<file path="src/design/sphc_pkg.sv">
// sphc_pkg: shared types and constants for the soil pump hysteresis controller.
// Holds the sample and result beat structs, register index codes and fixed constants.
// No dependencies.
package sphc_pkg;

    // Configuration register index codes
    typedef enum logic [2:0] {
        REG_MOISTURE_MIN   = 3'd0,
        REG_NITROGEN_MIN   = 3'd1,
        REG_PHOSPHORUS_MIN = 3'd2,
        REG_POTASSIUM_MIN  = 3'd3,
        REG_MOISTURE_BAND  = 3'd4,
        REG_NUTRIENT_BAND  = 3'd5,
        REG_PH_LOW_TENTHS  = 3'd6,
        REG_PH_HIGH_TENTHS = 3'd7
    } cfg_index_t;

    localparam int CFG_DATA_W = 9;

    // Register reset values
    localparam logic [6:0] MOISTURE_MIN_RST   = 7'd60;
    localparam logic [8:0] NITROGEN_MIN_RST   = 9'd100;
    localparam logic [8:0] PHOSPHORUS_MIN_RST = 9'd50;
    localparam logic [8:0] POTASSIUM_MIN_RST  = 9'd100;
    localparam logic [6:0] MOISTURE_BAND_RST  = 7'd10;
    localparam logic [8:0] NUTRIENT_BAND_RST  = 9'd30;
    localparam logic [7:0] PH_LOW_RST         = 8'd50;
    localparam logic [7:0] PH_HIGH_RST        = 8'd80;

    // Scaling: level = raw * full / RAW_FULL
    localparam logic [11:0] RAW_FULL  = 12'd4095;
    localparam logic [8:0]  FULL_PCT  = 9'd100;
    localparam logic [8:0]  FULL_PH   = 9'd140;
    localparam logic [8:0]  FULL_NUT  = 9'd500;

    // Servo sweep
    localparam logic [7:0] SWEEP_STEP = 8'd15;
    localparam logic [7:0] ANGLE_MAX  = 8'd180;
    localparam logic [7:0] ANGLE_PARK = 8'd90;
    localparam logic [9:0] PULSE_MIN  = 10'd150;
    localparam logic [9:0] PULSE_PARK = 10'd375;
    localparam logic [9:0] PULSE_X2_PER_DEG = 10'd5;  // 450/180 = 5/2

    // Pump numbering
    localparam int NUM_PUMPS  = 4;
    localparam int PUMP_WATER = 0;

    typedef struct packed {
        logic [11:0] raw_moisture;
        logic [11:0] raw_acidity;
        logic [11:0] raw_nitrogen;
        logic [11:0] raw_phosphorus;
        logic [11:0] raw_potassium;
    } sample_t;

    typedef struct packed {
        logic [6:0] moisture_pct;
        logic [7:0] acidity_tenths;
        logic [8:0] nitrogen_level;
        logic [8:0] phosphorus_level;
        logic [8:0] potassium_level;
        logic       alarm_on;
        logic [3:0] pump_flags;
        logic [9:0] water_pulse;
        logic [9:0] nitrogen_pulse;
        logic [9:0] phosphorus_pulse;
        logic [9:0] potassium_pulse;
    } result_t;

endpackage

</file>
<file path="src/design/soil_pump_hysteresis_controller.sv">
// soil_pump_hysteresis_controller: top level, scaling, pH interlock and pump sweep.
// Depends on sphc_pkg (beat structs, register codes, constants).

// One sample beat carries five 12-bit converter readings. Each beat is scaled
// (moisture to percent, pH to tenths, N/P/K to mg/kg), the pH window check
// raises alarm_on, and four on/off pumps with hysteresis update their flags
// and servo sweep. While the alarm is up the three nutrient pumps are forced
// off, their pulses read 375 and their sweep angle and direction hold.
// Timing: a sample beat lands in an input register, passes one stage of
// constant-coefficient scaling and compare logic, and is held in the result
// register, from which the result is offered.
// One sample is taken every cycle as long as the result side keeps up; the
// result register can stall while the input register still holds one more
// beat. Pump state updates as the beat moves into the result register, so
// each beat sees the state left by the one before it.
// Configuration writes are always accepted (cfg_ready is high) and take
// effect on the next beat; write them only while no beat is in flight.
module soil_pump_hysteresis_controller (
    input  logic                           clk,
    input  logic                           rst_n,
    // sample channel
    input  logic                           sample_valid,
    output logic                           sample_ready,
    input  sphc_pkg::sample_t              sample,
    // result channel
    output logic                           result_valid,
    input  logic                           result_ready,
    output sphc_pkg::result_t              result,
    // configuration write channel
    input  logic                           cfg_valid,
    output logic                           cfg_ready,
    input  sphc_pkg::cfg_index_t           cfg_index,
    input  logic [sphc_pkg::CFG_DATA_W-1:0] cfg_data
);
    import sphc_pkg::*;

    // ------------------------------------------------------------------
    // Scaling by constant over 4095: x = raw*full; q0 = x>>12 underestimates
    // by at most one, since x - 4095*q0 = x[11:0] + q0 < 2*4095.
    // ------------------------------------------------------------------
    function automatic logic [8:0] scale_raw(input logic [11:0] raw, input logic [8:0] full);
        logic [20:0] prod;
        logic [8:0]  q0;
        logic [12:0] rem;
        prod = 21'(raw) * 21'(full);
        q0   = prod[20:12];
        rem  = 13'(prod[11:0]) + 13'(q0);
        return (rem >= 13'(RAW_FULL)) ? q0 + 9'd1 : q0;
    endfunction

    // ------------------------------------------------------------------
    // Configuration registers
    // ------------------------------------------------------------------
    logic [6:0] moisture_min_reg;
    logic [8:0] nitrogen_min_reg;
    logic [8:0] phosphorus_min_reg;
    logic [8:0] potassium_min_reg;
    logic [6:0] moisture_band_reg;
    logic [8:0] nutrient_band_reg;
    logic [7:0] ph_low_reg;
    logic [7:0] ph_high_reg;

    assign cfg_ready = 1'b1;

    always_ff @(posedge clk or negedge rst_n)
    begin
        if (!rst_n)
        begin
            moisture_min_reg   <= MOISTURE_MIN_RST;
            nitrogen_min_reg   <= NITROGEN_MIN_RST;
            phosphorus_min_reg <= PHOSPHORUS_MIN_RST;
            potassium_min_reg  <= POTASSIUM_MIN_RST;
            moisture_band_reg  <= MOISTURE_BAND_RST;
            nutrient_band_reg  <= NUTRIENT_BAND_RST;
            ph_low_reg         <= PH_LOW_RST;
            ph_high_reg        <= PH_HIGH_RST;
        end
        else if (cfg_valid && cfg_ready)
        begin
            unique case (cfg_index)
                REG_MOISTURE_MIN:   moisture_min_reg   <= cfg_data[6:0];
                REG_NITROGEN_MIN:   nitrogen_min_reg   <= cfg_data[8:0];
                REG_PHOSPHORUS_MIN: phosphorus_min_reg <= cfg_data[8:0];
                REG_POTASSIUM_MIN:  potassium_min_reg  <= cfg_data[8:0];
                REG_MOISTURE_BAND:  moisture_band_reg  <= cfg_data[6:0];
                REG_NUTRIENT_BAND:  nutrient_band_reg  <= cfg_data[8:0];
                REG_PH_LOW_TENTHS:  ph_low_reg         <= cfg_data[7:0];
                REG_PH_HIGH_TENTHS: ph_high_reg        <= cfg_data[7:0];
            endcase
        end
    end

    // ------------------------------------------------------------------
    // Input register and result register handshake
    // ------------------------------------------------------------------
    logic    in_valid_reg;
    sample_t in_data_reg;
    logic    out_valid_reg;
    result_t out_data_reg;
    logic    advance;
    result_t out_data_next;

    // beat moves from the input register to the result register
    assign advance      = in_valid_reg && (!out_valid_reg || result_ready);
    assign sample_ready = !in_valid_reg || advance;

    always_ff @(posedge clk or negedge rst_n)
    begin
        if (!rst_n)
        begin
            in_valid_reg  <= 1'b0;
            out_valid_reg <= 1'b0;
        end
        else
        begin
            if (sample_ready)
                in_valid_reg <= sample_valid;
            if (advance)
                out_valid_reg <= 1'b1;
            else if (result_ready)
                out_valid_reg <= 1'b0;
        end
    end

    always_ff @(posedge clk)
    begin
        if (sample_valid && sample_ready)
            in_data_reg <= sample;
        if (advance)
            out_data_reg <= out_data_next;
    end

    assign result_valid = out_valid_reg;
    assign result       = out_data_reg;

    // ------------------------------------------------------------------
    // Scaling and pH interlock
    // ------------------------------------------------------------------
    logic [8:0] moist_s;
    logic [8:0] ph_s;
    logic [8:0] nit_s;
    logic [8:0] phos_s;
    logic [8:0] pot_s;
    logic       alarm;

    assign moist_s = scale_raw(in_data_reg.raw_moisture,   FULL_PCT);
    assign ph_s    = scale_raw(in_data_reg.raw_acidity,    FULL_PH);
    assign nit_s   = scale_raw(in_data_reg.raw_nitrogen,   FULL_NUT);
    assign phos_s  = scale_raw(in_data_reg.raw_phosphorus, FULL_NUT);
    assign pot_s   = scale_raw(in_data_reg.raw_potassium,  FULL_NUT);

    // inverted window is applied as it stands
    assign alarm = (ph_s < 9'(ph_low_reg)) || (ph_s > 9'(ph_high_reg));

    // per-pump operands, index 0 water, 1 N, 2 P, 3 K
    logic [8:0] level [NUM_PUMPS];
    logic [8:0] minv  [NUM_PUMPS];
    logic [8:0] band  [NUM_PUMPS];

    assign level[0] = moist_s;
    assign level[1] = nit_s;
    assign level[2] = phos_s;
    assign level[3] = pot_s;
    assign minv[0]  = 9'(moisture_min_reg);
    assign minv[1]  = nitrogen_min_reg;
    assign minv[2]  = phosphorus_min_reg;
    assign minv[3]  = potassium_min_reg;
    assign band[0]  = 9'(moisture_band_reg);
    assign band[1]  = nutrient_band_reg;
    assign band[2]  = nutrient_band_reg;
    assign band[3]  = nutrient_band_reg;

    // ------------------------------------------------------------------
    // Pump lanes: hysteresis, sweep and pulse
    // ------------------------------------------------------------------
    logic       active_reg  [NUM_PUMPS];
    logic [7:0] angle_reg   [NUM_PUMPS];
    logic       falling_reg [NUM_PUMPS];
    logic [NUM_PUMPS-1:0] flag_next;
    logic [9:0] pulse_next  [NUM_PUMPS];

    for (genvar k = 0; k < NUM_PUMPS; k++)
    begin : g_pump
        logic               interlocked;
        logic [9:0]         limit;
        logic               act_new;
        logic signed [9:0]  stepped;
        logic               active_next;
        logic [7:0]         angle_next;
        logic               falling_next;
        logic [9:0]         angle_x5;

        // nutrient lanes stop and freeze while the alarm is up
        assign interlocked = alarm && (k != PUMP_WATER);
        assign limit       = 10'(minv[k]) + 10'(band[k]);

        always_comb
        begin
            if (level[k] < minv[k])
                act_new = 1'b1;
            else if (10'(level[k]) > limit)
                act_new = 1'b0;
            else
                act_new = active_reg[k];
        end

        assign stepped = falling_reg[k]
                         ? $signed(10'(angle_reg[k]) - 10'(SWEEP_STEP))
                         : $signed(10'(angle_reg[k]) + 10'(SWEEP_STEP));

        always_comb
        begin
            active_next  = act_new;
            angle_next   = angle_reg[k];
            falling_next = falling_reg[k];
            if (interlocked)
                active_next = 1'b0;
            else if (act_new)
            begin
                if (stepped >= $signed(10'(ANGLE_MAX)))
                begin
                    angle_next   = ANGLE_MAX;
                    falling_next = 1'b1;
                end
                else if (stepped <= 10'sd0)
                begin
                    angle_next   = 8'd0;
                    falling_next = 1'b0;
                end
                else
                    angle_next = stepped[7:0];
            end
            else
                angle_next = ANGLE_PARK;
        end

        // pulse = 150 + angle*5/2, truncated
        assign angle_x5      = 10'(angle_next) * PULSE_X2_PER_DEG;
        assign pulse_next[k] = active_next ? PULSE_MIN + (angle_x5 >> 1) : PULSE_PARK;
        assign flag_next[k]  = active_next;

        always_ff @(posedge clk or negedge rst_n)
        begin
            if (!rst_n)
            begin
                active_reg[k]  <= 1'b0;
                angle_reg[k]   <= ANGLE_PARK;
                falling_reg[k] <= 1'b0;
            end
            else if (advance)
            begin
                active_reg[k]  <= active_next;
                angle_reg[k]   <= angle_next;
                falling_reg[k] <= falling_next;
            end
        end
    end

    always_comb
    begin
        out_data_next.moisture_pct     = moist_s[6:0];
        out_data_next.acidity_tenths   = ph_s[7:0];
        out_data_next.nitrogen_level   = nit_s;
        out_data_next.phosphorus_level = phos_s;
        out_data_next.potassium_level  = pot_s;
        out_data_next.alarm_on         = alarm;
        out_data_next.pump_flags       = flag_next;
        out_data_next.water_pulse      = pulse_next[0];
        out_data_next.nitrogen_pulse   = pulse_next[1];
        out_data_next.phosphorus_pulse = pulse_next[2];
        out_data_next.potassium_pulse  = pulse_next[3];
    end

    // ------------------------------------------------------------------
    // Assertions
    // ------------------------------------------------------------------
    a_alarm_clears_dosers: assert property (@(posedge clk) disable iff (!rst_n)
        result_valid && result.alarm_on |->
            result.pump_flags[3:1] == 3'b000 &&
            result.nitrogen_pulse == PULSE_PARK &&
            result.phosphorus_pulse == PULSE_PARK &&
            result.potassium_pulse == PULSE_PARK)
        else $error("alarm did not park nutrient pumps");

    a_idle_water_parked: assert property (@(posedge clk) disable iff (!rst_n)
        result_valid && !result.pump_flags[0] |-> result.water_pulse == PULSE_PARK)
        else $error("stopped water pump not parked");

    a_state_stalls: assert property (@(posedge clk) disable iff (!rst_n)
        !advance |=> $stable(active_reg[0]) && $stable(angle_reg[0]))
        else $error("pump state moved without a beat");

    a_angle_range: assert property (@(posedge clk) disable iff (!rst_n)
        angle_reg[0] <= ANGLE_MAX && angle_reg[1] <= ANGLE_MAX &&
        angle_reg[2] <= ANGLE_MAX && angle_reg[3] <= ANGLE_MAX)
        else $error("sweep angle out of range");

    a_ready_when_empty: assert property (@(posedge clk) disable iff (!rst_n)
        !in_valid_reg |-> sample_ready)
        else $error("input register empty but sample not ready");

endmodule

</file>
<file path="config.mk">
export PLATFORM = sky130hd
export DESIGN_NAME = soil_pump_hysteresis_controller
export DESIGN_NICKNAME = d
export VERILOG_FILES = /design/src/design/sphc_pkg.sv /design/src/design/soil_pump_hysteresis_controller.sv
export SDC_FILE = /design/constraint.sdc
export NUM_CORES = 1
export LEC_CHECK = 0
export ABC_AREA = 0
export BUFFER_PORTS_ARGS = -buffer_cell sky130_fd_sc_hd__buf_2
export CORE_MARGIN = 1.5
export CORE_UTILIZATION = 50
export CTS_CLUSTER_SIZE = 20
export DETAILED_ROUTE_END_ITERATION = 6
export PLACE_DENSITY = 0.74
export SYNTH_ARGS = -nofsm -noshare
export SYNTH_HDL_FRONTEND = slang
export SYNTH_SLANG_ARGS = --single-unit
</file>
<file path="constraint.sdc">
create_clock -name clk -period 21.2 [get_ports clk]
set_input_delay 4.24 -clock clk [delete_from_list [all_inputs] [get_ports clk]]
set_output_delay 4.24 -clock clk [all_outputs]
set_load 0.02 [all_outputs]
</file>
==> results of run 1 <==
cell usage after synthesis (55+ instances only):
cell type / instances
xnor2_1: 121
dfrtp_1: 68
o21ai_0: 99
a21o_1: 62
edfxtp_1: 147
mux2_2: 55
nor2_1: 126
xor2_1: 72
nand2_1: 166
a21oi_1: 142
ha_1: 410
inv_1: 424
fa_1: 142
path summary, 6_finish.rpt:
check,from,end,cells after the start
min reg2reg,in_valid_reg,result_valid,1
min in group asynchronous,rst_n,angle_reg[15],1
max reg2reg,in_data_reg[13],result[18],50
max,in_data_reg[13],result[18],50
max in group asynchronous,rst_n,potassium_min_reg[3],2
min,in_valid_reg,result_valid,1
worst max-delay path: cells and delay by family, from the launching register on:
family / cells / cell delay [ns]
compound gates: 20 / 4.13
xor+xnor: 5 / 1.24
fa+ha+maj: 9 / 3.72
buf+inv: 6 / 0.65
flops: 1 / 0.51
mux: 1 / 0.22
simple gates: 9 / 2.03
stage by stage:
stage          cells  cell area, um^2
3_5_place_dp    3600            28600
6_report        3664            29700
4_1_cts         3662            29700
2_1_floorplan   2793            27100
5_1_grt         3663            29700
3_3_place_gp    3600            28600
metal layers:
| metal | GRT usage [%] | part of all wire, % |
|---|---|---|
| met5 | 0 | 0.11 |
| met4 | 6.71 | 2.7 |
| met1 | 28.7 | 44 |
| met2 | 39.5 | 48 |
| met3 | 4.05 | 4.8 |
logic make-up after synthesis:
| kind of cell | count (synthesis) | synth area share [%] |
|---|---|---|
| and+or+nand+nor | 614 | 11.4 |
| AOI/OAI and AO/OA | 609 | 16.0 |
| adders and majority gates | 554 | 29.5 |
| buffers and inverters | 488 | 6.92 |
| DFF | 255 | 26.5 |
| xor gates and xnor gates | 200 | 6.77 |
| muxes | 72 | 2.93 |
| other | 1 | 0.0138 |
cell type report:
| class | count | area (um^2) | area share [%] |
|---|---|---|---|
| clock inverter | 16 | 150 | 0.506 |
| tap | 696 | 871 | 2.93 |
| sequential | 255 | 7170 | 24.1 |
| inverter | 424 | 1590 | 5.37 |
| multi-input combinational | 2050 | 18100 | 60.8 |
| antenna | 2 | 5.00 | 0.0169 |
| timing repair buffer | 175 | 903 | 3.04 |
| clock buffer | 46 | 937 | 3.16 |
==> flow_summary_export.csv, run 1 <==
group,metric,value,unit
timing,final.setup.worst_slack,8.42,ns
flow_run,cap_violations,0,
grt,grtUsageTotal,22.7,%
clock_network,clk_latency,0.56,ns
yosys,synthTopCellsByArea,"ha_1, edfxtp_1, fa_1",
detailed_routing,first_iter_violations,994,
clock_network,htreeDepth,2,
clock_network,cts_tree,"yes",
die,die_y,236,um
detailed_routing,vias_per_cell,5.68,
clock_network,numClockSinks,255,
finish,mostFrequentLayoutCells,"inv_1, ha_1, nand2_1, buf_2, edfxtp_1",
placed_design,routabilityCongestion,0.956,
clock_network,cts_buffer_depth,3,
die,core_area,53700,um^2
yosys,syn_inst,2793,
grt,grt_pass1_wl,104000,um
detailed_routing,detail-route-antenna-nets,0,
die,io_pins,167,
yosys,yosys.area.top_type,"ha_1",
detailed_routing,drc_errors,0,
yosys,synth.top_cell.area_share,18.9,%
setup_path,worst-setup-path-type,"flip-flop to flip-flop",
clock_network,cts_buffers,34,
clock_network,cts_setup_buffers,0,
timing,maxSlewViolCount,0,
die,row_count,85,
placed_design,place_hpwl,49500,um
finish,nNetsFinal,3569,
yosys,syn_nets,3422,
worst_hold_path,min_path_type,"flip-flop to flip-flop",
setup_path,cpPeakStageDelay,0.58,ns
setup_path,required,21.51,ns
grt,antenna_found_initial,8,
setup_path,cp.arrival,13.09,ns
grt,grt_max_degree,68,
grt,grt_pass1_vias,21345,
timing,relSlewSlack,20.5,%
timing,period_needed,12.78,ns
yosys,syn_area_per_cell,9.70,um^2
timing,period_share,60.3,%
finish,area_growth,9.59,%
yosys,seq_area_frac_synth,26.5,%
timing,worst_hold_slack,0.491,ns
die,start_util,50.4,%
timing,rsz0062_at_grt,"no",
yosys,synth_async_sr_flop_share,42.4,%
yosys,synth-warning-count,0,
timing,hold_viol,0,
yosys,synth_seq_cells,255,
detailed_routing,dr.pass1.iters,5,
setup_path,cp_slowest_cell,"fa_1",
timing,worst_pin_slew,1.18,ns
setup_path,endpoint_kind,"flip-flop",
die,die-area,55600,um^2
setup_path,r2r_slack,8.42,ns
finish,drive_above_1_share,12.9,%
outcome,outcome,"finished clean",
setup_path,cp_max_fo,29,
timing,setup_tns,0,ns
placed_design,io_buffers,165,
yosys,synth_cell_types,114,
yosys,ys.flop_type,"edfxtp_1",
die,die-width,236,um
placed_design,post-place-ws,8.52,ns
clock_network,cts_resized,0,
detailed_routing,via_count,20797,
yosys,syn_area,27100,um^2
clock_network,clk_pin_slew,0.06,ns
finish,post-route-util,55.3,%
timing,setup_violations,0,
grt,gr-total-overflow,0,
timing,max_freq,78.3,MHz
finish,largest_reg_flops,87,
finish,nFillCells,4675,
finish,layout_commonest_cell,"inv_1",
timing,fin_worst_skew,0.0351,ns
clock_network,root_buffer,"clkbuf_16",
setup_path,cp-start-kind,"flip-flop",
yosys,synth_edf_count,147,
detailed_routing,wl_per_cell,16.9,um
clock_network,holdBufCountCts,0,
detailed_routing,drt-total-wl,61900,um
Power of run 1 is left out: the tool's default activity adds up to more than one toggle a clock period on the data nets, which glitch-free logic cannot reach.
==> inputs of run 2 (changes only) <==
Clock period 21.2 ns to 12.93 ns, I/O delays scaled along.
==> flow_summary_export.csv, run 2 (synthesis results as in run 1) <==
group,metric,value,unit
outcome,outcome,"complete, but fails checks",
outcome,failed_checks,"design-rule violations",
timing,period_needed,12.20,ns
setup_path,crit_top_cell,"fa_1",
grt,antenna_found_initial,9,
placed_design,place_hpwl,49400,um
placed_design,dp_cells,3607,
setup_path,cp.arrival,12.49,ns
finish,mostFrequentLayoutCells,"inv_1, ha_1, nand2_1, buf_2, edfxtp_1",
setup_path,worst-setup-path-type,"flip-flop to flip-flop",
timing,maxSlewViolCount,0,
detailed_routing,wl_met2,30300,um
finish,largest_reg_flops,87,
placed_design,routabilityCongestion,0.918,
finish,nFillCells,4605,
worst_hold_path,min_path_type,"flip-flop to flip-flop",
timing,setup_violations,0,
finish,drive_above_1_share,14.3,%
timing,fin_worst_skew,0.0218,ns
flow_run,cap_violations,0,
clock_network,clk_latency,0.55,ns
finish,layout_commonest_cell,"inv_1",
grt,grt_pass1_vias,21015,
clock_network,cts_buffers,34,
detailed_routing,drc_errors,3,
detailed_routing,wl_per_cell,16.9,um
clock_network,cts_buffer_depth,3,
timing,max_freq,82.0,MHz
setup_path,cp_max_fo,15,
setup_path,cpPeakStageDelay,0.55,ns
setup_path,endpoint_kind,"flip-flop",
clock_network,holdBufCountCts,0,
detailed_routing,dr.pass1.iters,7,
finish,multiInputGateArea,18200,um^2
grt,grtUsageTotal,22.4,%
placed_design,io_buffers,165,
timing,relSlewSlack,22.8,%
timing,worst_pin_slew,1.15,ns
clock_network,htreeDepth,2,
setup_path,cp-start-kind,"flip-flop",
grt,gr-total-overflow,0,
grt,grt_max_degree,74,
die,die_y,236,um
clock_network,clk_pin_slew,0.06,ns
finish,area_growth,10.6,%
placed_design,placed_area,28600,um^2
detailed_routing,vias_per_cell,5.62,
die,start_util,50.4,%
detailed_routing,first_iter_violations,1005,
finish,layout.cells.non_filler,3682,
die,die-area,55600,um^2
setup_path,cp_slowest_cell,"or4_1",
detailed_routing,drt-total-wl,62200,um
grt,grt_pass1_wl,103000,um
setup_path,critPathBufInv,5,
clock_network,cts_tree,"yes",
finish,post-route-util,55.8,%
die,io_pins,167,
finish,layout.area.seq,7170,um^2
detailed_routing,top_layer_used,"met5",
die,row_count,85,
finish,nNetsFinal,3588,
detailed_routing,detail-route-antenna-nets,0,
finish,design_area,30000,um^2
timing,hold_viol,0,
detailed_routing,wl_met3,3140,um
detailed_routing,via_count,20682,
clock_network,root_buffer,"clkbuf_16",
setup_path,required,13.22,ns
setup_path,path_delay_family,"adder cells",
detailed_routing,met1_length,27400,um
timing,period_share,94.3,%
timing,worst_hold_slack,0.488,ns
die,core_area,53700,um^2
clock_network,numClockSinks,255,
die,die-width,236,um
## run 2: area by class of cell
class / count / area share, %
antenna: 2 / 0.0167
timing repair buffer: 194 / 3.49
sequential: 255 / 23.9
multi-input combinational: 2050 / 60.6
clock inverter: 18 / 0.564
clock buffer: 43 / 3.16
inverter: 424 / 5.32
tap: 696 / 2.91
## run 2: routing by layer
metal / GRT usage, % / vias to the layer above
met1: 28.2 / 9984
met5: 0 / -
met3: 4.33 / 105
li1: - / 10167
met2: 39.5 / 412
met4: 5.51 / 14
## run 2: worst paths after layout
check	startpoint	end	slack [ns]	depth (start not counted)
worst max register to register	in_data_reg[14]	result[18]	0.73	52
worst min register to register	in_valid_reg	result_valid	0.49	1
worst max-delay path	in_data_reg[14]	result[18]	0.73	52
max in group asynchronous	rst_n	nitrogen_min_reg[8]	9.60	2
worst min-delay path	in_valid_reg	result_valid	0.49	1
min in group asynchronous	rst_n	angle_reg[15]	2.00	1
## run 2: timing repair
action | 4_1_cts | 5_1_grt
endpoints found under the setup margin | 0 | 15
setup buffers | 0 | 12
gates resized for setup | 0 | 29
## run 2: through the flow
step | TNS [ns] | worst slack [ns]
after global routing | -0.0171 | -0.00966
final | 0 | 0.734
after floorplan | 0 | 1.38
after CTS | 0 | 0.331
after global placement | 0 | 0.584
after detailed placement | 0 | 0.405
## run 2: worst reg2reg max path: cells and delay by family, from the launching register on
kind | cells | cell delay, ns
buffers and inverters | 5 | 0.49
adder cells (fa/ha/maj) | 10 | 3.72
flip-flops | 1 | 0.47
AO/OA/AOI/OAI | 19 | 3.26
multiplexers | 1 | 0.19
XOR/XNOR | 5 | 0.79
AND/OR/NAND/NOR | 12 | 3.01
Power of run 2 is left out for the same reason.
==> inputs of run 3 (changes only) <==
Settings changed: PLACE_DENSITY 0.74 to 0.68.
==> flow_summary_export.csv, run 3 (synthesis results as in run 1) <==
group,metric,value,unit
setup_path,cp_max_fo,7,
finish,largest_reg_flops,87,
clock_network,numClockSinks,255,
detailed_routing,wl_per_cell,17.1,um
finish,area_growth,11.3,%
die,die_y,236,um
timing,hold_viol,0,
placed_design,placed_area,28700,um^2
grt,grt_pass1_vias,21203,
die,row_count,85,
finish,design_area,30100,um^2
grt,grt_pass1_wl,105000,um
finish,layout.area.seq,7170,um^2
setup_path,cp.arrival,12.71,ns
die,die-width,236,um
finish,mostFrequentLayoutCells,"inv_1, ha_1, nand2_1, buf_2, edfxtp_1",
detailed_routing,first_iter_violations,1232,
finish,layout_commonest_cell,"inv_1",
grt,antenna_found_initial,5,
detailed_routing,dr.pass1.iters,6,
timing,max_freq,80.6,MHz
die,die-area,55600,um^2
die,start_util,50.4,%
timing,rsz0062_at_grt,"yes",
setup_path,critPathBufInv,6,
timing,worst_pin_slew,1.10,ns
placed_design,io_buffers,165,
clock_network,clk_pin_slew,0.06,ns
worst_hold_path,min_path_type,"flip-flop to flip-flop",
setup_path,cpPeakStageDelay,0.54,ns
clock_network,cts_buffers,35,
timing,setup_violations,0,
timing,period_share,96.0,%
detailed_routing,drt-total-wl,63200,um
setup_path,path_delay_family,"adder cells",
setup_path,endpoint_kind,"flip-flop",
detailed_routing,detail-route-antenna-nets,0,
clock_network,cts_tree,"yes",
finish,nNetsFinal,3592,
finish,drive_above_1_share,14.6,%
grt,grtUsageTotal,23.1,%
timing,period_needed,12.41,ns
clock_network,clk_latency,0.56,ns
setup_path,cp_slowest_cell,"or4_1",
setup_path,r2r_slack,0.52,ns
timing,maxSlewViolCount,0,
die,core_area,53700,um^2
detailed_routing,vias_per_cell,5.63,
clock_network,cts_buffer_depth,3,
placed_design,routabilityCongestion,0.914,
timing,fin_worst_skew,0.0197,ns
clock_network,htreeDepth,2,
detailed_routing,via_count,20774,
setup_path,worst-setup-path-type,"flip-flop to flip-flop",
placed_design,place_hpwl,50200,um
grt,gr-total-overflow,0,
finish,nFillCells,4686,
finish,multiInputGateArea,18200,um^2
setup_path,required,13.23,ns
clock_network,root_buffer,"clkbuf_16",
outcome,outcome,"finished clean",
timing,relSlewSlack,26.5,%
flow_run,cap_violations,0,
die,io_pins,167,
setup_path,cp-start-kind,"flip-flop",
detailed_routing,drc_errors,0,
grt,grt_max_degree,74,
[run 3: cell types whose count changed in the layout (fill, tap and decap cells not counted), sizes merged]
cell	change
clkinvlp	+5
clkinv	-4
clkbuf	-4
inv	+3
bufinv	+3
buf	+3
[run 3: per-layer routing]
| layer | track usage [%] | vias to the layer above | part of all wire, % | routed length (um) |
|---|---|---|---|---|
| li1 | - | 10187 | - | - |
| met2 | 39.5 | 438 | 47 | 30000 |
| met5 | 0 | - | 0.055 | 35 |
| met3 | 3.11 | 113 | 3.9 | 2480 |
| met4 | 7.31 | 6 | 2.8 | 1780 |
| met1 | 30.4 | 10030 | 46 | 28900 |
[run 3: through the flow]
step | setup slack (ns) | utilization (%) | setup TNS [ns] | instances | hold slack [ns]
floorplan | 1.38 | - | 0 | 2793 | 0.444
global placement | 0.657 | 53.3 | 0 | 3608 | 0.470
detailed placement | 0.283 | 53.3 | 0 | 3608 | 0.470
CTS | 0.270 | 55.7 | 0 | 3672 | 0.485
global route | -0.108 | 56.1 | -0.135 | 3688 | 0.511
finish | 0.517 | 56.1 | 0 | 3688 | 0.480
[run 3: area by class of cell]
cell class	instances	area share (%)
sequential	255	23.8
clock buffer	39	3.16
antenna	2	0.0166
clock inverter	25	1.08
timing repair buffer	197	3.55
inverter	424	5.29
tap	696	2.89
multi-input combinational	2050	60.2
[run 3: what timing repair did]
action,CTS,global route
resized for setup,0,25
hold buffers,0,0
hold endpoints to repair,0,0
setup buffers,0,14
endpoints found under the setup margin,0,14
[run 3: final timing paths]
kind / from / endpoint / cells past startpoint
max: in_data_reg[14] / result[18] / 50
min: active_reg[3] / active_reg[3] / 2
max reg2reg: in_data_reg[14] / result[18] / 50
min reg2reg: active_reg[3] / active_reg[3] / 2
max in group asynchronous: rst_n / ph_high_reg[0] / 2
min in group asynchronous: rst_n / angle_reg[5] / 1
[run 3: tightest hold or removal path, stage by stage, from the launching register on]
cell	delay, ns
dfrtp_1	0.34
nand2_1	0.04
o21ai_0	0.06
Power of run 3 is left out for the same reason.
